File: src/hw/rtl/rfft_pkg.sv
// Package for the radix-2 FFT: widths, controller commands, twiddle table.
// No dependencies.
`timescale 1ns / 1ps
package rfft_pkg;
  localparam int SampleW = 16;
  localparam int TwW = 16;
  localparam int WorkW = 23;
  localparam int AddrW = 6;
  localparam int MaxLog = 6;
  localparam int IterW = 5;

  typedef struct packed {
    logic            load;     // write input sample
    logic [AddrW-1:0] load_addr;
    logic            rd;       // read pair for butterfly
    logic [AddrW-1:0] rd_e;
    logic [AddrW-1:0] rd_o;
    logic [IterW-1:0] tw_m;
    logic            wr;       // write butterfly result
    logic [AddrW-1:0] wr_e;
    logic [AddrW-1:0] wr_o;
    logic            emit_rd;  // read one bin
    logic [AddrW-1:0] emit_addr;
  } rfft_cmd_t;

  // cos(2*pi*m/64) rounded to Q1.15, m = 0..16, +1.0 saturated
  function automatic logic signed [TwW-1:0] cos_q(input logic [4:0] m);
    logic signed [TwW-1:0] r;
    case (m)
      5'd0: r = 16'sd32767;   5'd1: r = 16'sd32610;  5'd2: r = 16'sd32138;
      5'd3: r = 16'sd31357;   5'd4: r = 16'sd30274;  5'd5: r = 16'sd28899;
      5'd6: r = 16'sd27246;   5'd7: r = 16'sd25330;  5'd8: r = 16'sd23170;
      5'd9: r = 16'sd20788;   5'd10: r = 16'sd18205; 5'd11: r = 16'sd15447;
      5'd12: r = 16'sd12540;  5'd13: r = 16'sd9512;  5'd14: r = 16'sd6393;
      5'd15: r = 16'sd3212;   5'd16: r = 16'sd0;
      default: r = 16'sd0;
    endcase
    return r;
  endfunction
endpackage

File: src/hw/rtl/rfft_ctrl.sv
// Controller for the radix-2 FFT: load, butterfly sequencing and bin emission.
// Depends on rfft_pkg.
`timescale 1ns / 1ps
module rfft_ctrl
  import rfft_pkg::*;
(
  input  logic       clk,
  input  logic       rst,
  input  logic       cfg_we,
  input  logic [2:0] cfg_data,
  input  logic       in_xfer,
  output logic       in_ready,
  input  logic       emit_space,
  output logic       emit_valid,
  output logic [AddrW-1:0] emit_index,
  output logic       emit_last,
  output rfft_cmd_t  cmd
);
  localparam logic [1:0] ST_LOAD = 2'd0;
  localparam logic [1:0] ST_BFLY = 2'd1;
  localparam logic [1:0] ST_EMIT = 2'd2;

  logic [1:0]   state;
  logic [2:0]   lp;
  logic [AddrW:0] load_count;
  logic [2:0]   stage;      // 1..lp
  logic [AddrW-1:0] bf;     // butterfly counter within stage
  logic [AddrW-1:0] ek;     // emit counter
  logic         rd_pend;    // read issued, write next cycle
  logic [AddrW-1:0] pe, po;
  logic         ev1;        // emit read in flight
  logic [AddrW-1:0] ek1;
  logic         el1;

  logic [AddrW-1:0] nmask, rev, half, jj, e_addr, o_addr, ri;
  logic [AddrW:0]   nbf;

  always_comb begin
    nmask = AddrW'((7'd1 << lp) - 7'd1);
    ri = '0;
    for (int b = 0; b < MaxLog; b++) begin
      if (b < lp) ri[lp - 3'd1 - 3'(b)] = load_count[b];
    end
    rev = ri;
    half = AddrW'(7'd1 << (stage - 3'd1));
    jj = bf & (half - 1'b1);
    e_addr = ((bf & ~(half - 1'b1)) << 1) | jj;
    o_addr = e_addr | half;
    nbf = 7'((7'd1 << lp) >> 1);
  end

  assign in_ready = (state == ST_LOAD) && !cfg_we;

  // command outputs
  always_comb begin
    cmd = '0;
    cmd.load = in_xfer;
    cmd.load_addr = rev;
    cmd.rd = (state == ST_BFLY) && !rd_pend;
    cmd.rd_e = e_addr;
    cmd.rd_o = o_addr;
    cmd.tw_m = IterW'(jj << (3'd6 - stage));
    cmd.wr = rd_pend;
    cmd.wr_e = pe;
    cmd.wr_o = po;
    cmd.emit_rd = (state == ST_EMIT) && emit_space && !ev1;
    cmd.emit_addr = ek;
  end

  assign emit_valid = ev1;
  assign emit_index = ek1;
  assign emit_last = el1;

  // sequence the phases
  always_ff @(posedge clk) begin
    if (rst) begin
      state <= ST_LOAD; lp <= 3'd6; load_count <= '0; rd_pend <= 1'b0;
      ev1 <= 1'b0; stage <= 3'd1; bf <= '0; ek <= '0;
    end else begin
      ev1 <= cmd.emit_rd;
      ek1 <= ek;
      el1 <= (ek == nmask);
      if (cfg_we) begin
        lp <= (cfg_data > 3'd6) ? 3'd6 : cfg_data;
        load_count <= '0;
      end
      case (state)
        ST_LOAD: if (in_xfer) begin
          if (load_count == {1'b0, nmask}) begin
            load_count <= '0;
            stage <= 3'd1; bf <= '0; ek <= '0;
            state <= (lp == 3'd0) ? ST_EMIT : ST_BFLY;
          end else begin
            load_count <= load_count + 1'b1;
          end
        end
        ST_BFLY: begin
          rd_pend <= !rd_pend;
          if (!rd_pend) begin
            pe <= e_addr; po <= o_addr;
          end else if ({1'b0, bf} == nbf - 1'b1) begin
            bf <= '0;
            if (stage == lp) state <= ST_EMIT;
            else stage <= stage + 1'b1;
          end else begin
            bf <= bf + 1'b1;
          end
        end
        ST_EMIT: if (cmd.emit_rd) begin
          if (ek == nmask) begin
            ek <= '0; state <= ST_LOAD;
          end else begin
            ek <= ek + 1'b1;
          end
        end
        default: state <= ST_LOAD;
      endcase
    end
  end
endmodule

File: config.mk
export PLATFORM = sky130hd
export DESIGN_NAME = rfft_ctrl
export DESIGN_NICKNAME = d
export VERILOG_FILES = /design/src/hw/rtl/rfft_pkg.sv /design/src/hw/rtl/rfft_ctrl.sv
export SDC_FILE = /design/constraint.sdc
export NUM_CORES = 1
export LEC_CHECK = 0
export BUFFER_PORTS_ARGS = -buffer_cell sky130_fd_sc_hd__clkbuf_2
export CORE_MARGIN = 2
export CORE_UTILIZATION = 45
export CTS_CLUSTER_SIZE = 10
export DETAILED_ROUTE_END_ITERATION = 10
export PLACE_DENSITY = 0.66
export SLEW_MARGIN = 25
export SYNTH_ARGS = -nofsm -noshare
export SYNTH_HDL_FRONTEND = slang
export SYNTH_SLANG_ARGS = --single-unit
File: constraint.sdc
create_clock -name clk -period 7.94 [get_ports clk]
set_input_delay 0.397 -clock clk [delete_from_list [all_inputs] [get_ports clk]]
set_output_delay 0.397 -clock clk [all_outputs]
set_load 0.01 [all_outputs]
==> reports/results.txt <==
Synth Flop Type: dfxtp_1
initial DRC count: 182
GR Util All Layers: 20.1%
EDFF count, synth: 19
Data arrival, critical path: 4670 ps
share of cells above drive strength 1: 19.9%
Req. time, crit path: 8130 ps
setup_tns: 0 ps
Crit Path Category: reg -> reg
post-synthesis cell type count: 76
clk slew on worst S/H paths: 80 ps
Placeable Area: 8220 sq um
Slew Limit Fails: 0
FMAX: 223 MHz
RSZ-0062 raised after global routing: false
sequential fraction of the synthesis area: 30.2%
Resized cells post-CTS: 0
yosys warns: 0
CP endpoint kind: flop
die span in x: 96.1 um
row cnt: 33
crit-path cells: inv_1 -> ha_1 -> nand2b_1 -> ha_1 -> or4b_2 -> o211ai_2 -> xor2_2 -> nor4_4 -> a21oi_4 -> a21oi_2 -> mux2_1
H-tree levels: 2
startpoint types: flop
Post-route DRC: 0
Skew-Pair Late Insertion Delay: 300 ps
Mapped Cells: 444
CTS Buf Count: 5
final hold vios: 0
max_slew headroom: 47.8%
CP max stage cell: dfxtp_1
Detailed Place HPWL: 6680 um
drt pass-1 iters: 5
M3 GR Usage: 2.35%
global route hottest layer: met2
final setup vio count: 0
CTS tree: yes
fill count: 804
wire per inst: 15.4 um
Nets: 509
crit path max fanout: 22
post-DR vias/cell: 5.78
Tmin final: 4480 ps
Routed WL: 9070 um
I/O pin cnt: 62
asr flop ratio synth: 0%
Initial Util: 46.4%
post-synthesis net count: 472
maxcap violations: 0
Clock Path Buffers: 2
Area growth syn-to-layout: 10.6%
initial antenna violation count: 0
Vias: 3391
hold_buf cts: 0
die footprint: 9230 sq um
diode count: 0
syn avg cell area: 8.59 sq um
met1 Use GR: 26.8%
Layout Skew: 14.2 ps
Buf+Inv Stages, Crit Path: 1
routability cong.: 0.911
VDD IR-drop max: 67.4 uV
worst hold path type: in -> reg
first-pass GRT wire length: 14900 um
cell family with most CP delay: simple AND/OR/NAND/NOR gates
IO buf count: 61
Max stage delay on crit path: 800 ps
global route overflow: 0
vias in the first global route: 3098
total power draw: 568 uW
largest net degree at the start of global routing: 27
met2 Use GR: 33.9%
number of synthesized register bits: 48
Detail Route Antenna Nets: 0
Clock Sink Count: 48
outcome: finished, final reports clean
worst slew pin tran: 777 ps
CP most frequent cell: ha_1
P per Cell Area: 135 nW/um^2
number of setup buffers added after CTS: 0
Post-Syn Area: 3810 sq um
final worst path period share: 56.5%
Root Buffer: clkbuf_8
Leakage: 1.72 nW
Die Ht: 96.1 um
[registers in the layout (all words and copies together), names as in the netlist, 2 cells and up]
register / cells
emit_index: 6
state: 2
lp: 3
bf: 6
po: 6
stage: 3
ek: 6
pe: 6
load_count: 7
[per-layer routing]
metal	up-vias	wire, um
li1	1687	-
met1	1597	4210
met2	100	4340
met3	7	437
met4	0	89
met5	-	0
[layout by cell type (no fill, tap or decap), types with 8 or more instances in the layout]
cell type and count:
clkbuf_2 61, nor3_1 17, ha_1 20, a21o_1 8, nand3_1 16, a21oi_1 20, nand2b_1 17, xnor2_1 15
nor2_1 36, edfxtp_1 19, nor2b_1 9, dfxtp_1 29, xor2_1 14, o21ai_0 16, nand2_1 33, inv_1 17
[metrics by stage]
stage          std cells  util [%]  hold slack [ps]  setup slack, ps  cell area [sq um]
2_1_floorplan        444         -              464             4220               3810
3_3_place_gp         579      49.7              489             3650               4090
3_5_place_dp         579      49.7              495             3490               4090
4_1_cts              587      51.3              346             3480               4220
5_1_grt              587      51.3              357             3090               4220
6_report             587      51.3              347             3460               4220
[worst min-delay path, stage by stage]
cell	delay, ps
clkbuf_2	90
mux2i_1	70
nand2_1	60
[final cells by class]
class                           count  area [sq um]  area share [%]
Inverter                           17          63.8            1.51
Clock inverter                      2          38.8           0.919
Multi-Input combinational cell    346          2420            57.4
Tap cell                          105           131            3.11
Clock buffer                        6          93.8            2.22
Timing Repair Buffer               63           320            7.59
Sequential cell                    48          1150            27.3
[worst paths after layout]
path                 startpoint             to  slack [ps]  cells after the start
setup / recovery          lp[0]       stage[2]        3460                     11
hold / removal      cfg_data[2]          lp[2]         350                      3
setup reg to reg          lp[0]       stage[2]        3460                     11
hold reg to reg   load_count[6]  load_count[6]         510                      2
[synth_stat cells (8+ instances only)]
cell | instances | area share (%)
nand2_1 | 33 | 3.2
clkbuf_1 | 18 | 1.8
nor2b_1 | 9 | 1.5
inv_1 | 17 | 1.7
dfxtp_1 | 29 | 15
ha_1 | 20 | 6.6
a21oi_1 | 20 | 2.6
xnor2_1 | 15 | 3.4
edfxtp_1 | 19 | 15
a21o_1 | 8 | 1.6
nand2b_1 | 17 | 2.8
xor2_1 | 14 | 3.2
nor2_1 | 36 | 3.5
nor3_1 | 17 | 2.2
o21ai_0 | 16 | 2.1
nand3_1 | 16 | 2.1
[power breakdown]
part | switching, mW | leakage, nW | internal, mW
registers | 0.0115 | 0.418 | 0.258
clock network | 0.0870 | 0.0669 | 0.114
logic | 0.0567 | 1.23 | 0.0400
total | 0.155 | 1.72 | 0.413
[logic make-up (layout without fill, tap and decap cells)]
family                   count (synthesis)  count (layout)  share of synthesized area [%]
XOR/XNOR                                31              31                           7.68
flip-flops                              48              48                           30.2
buffers and inverters                   50              88                           6.36
AO/OA/AOI/OAI                          105             105                           20.0
multiplexers                            13              13                           3.61
AND/OR/NAND/NOR                        177             177                           25.6
adder cells (fa/ha/maj)                 20              20                           6.56
Note: power is estimated with default switching activity, not from simulation.
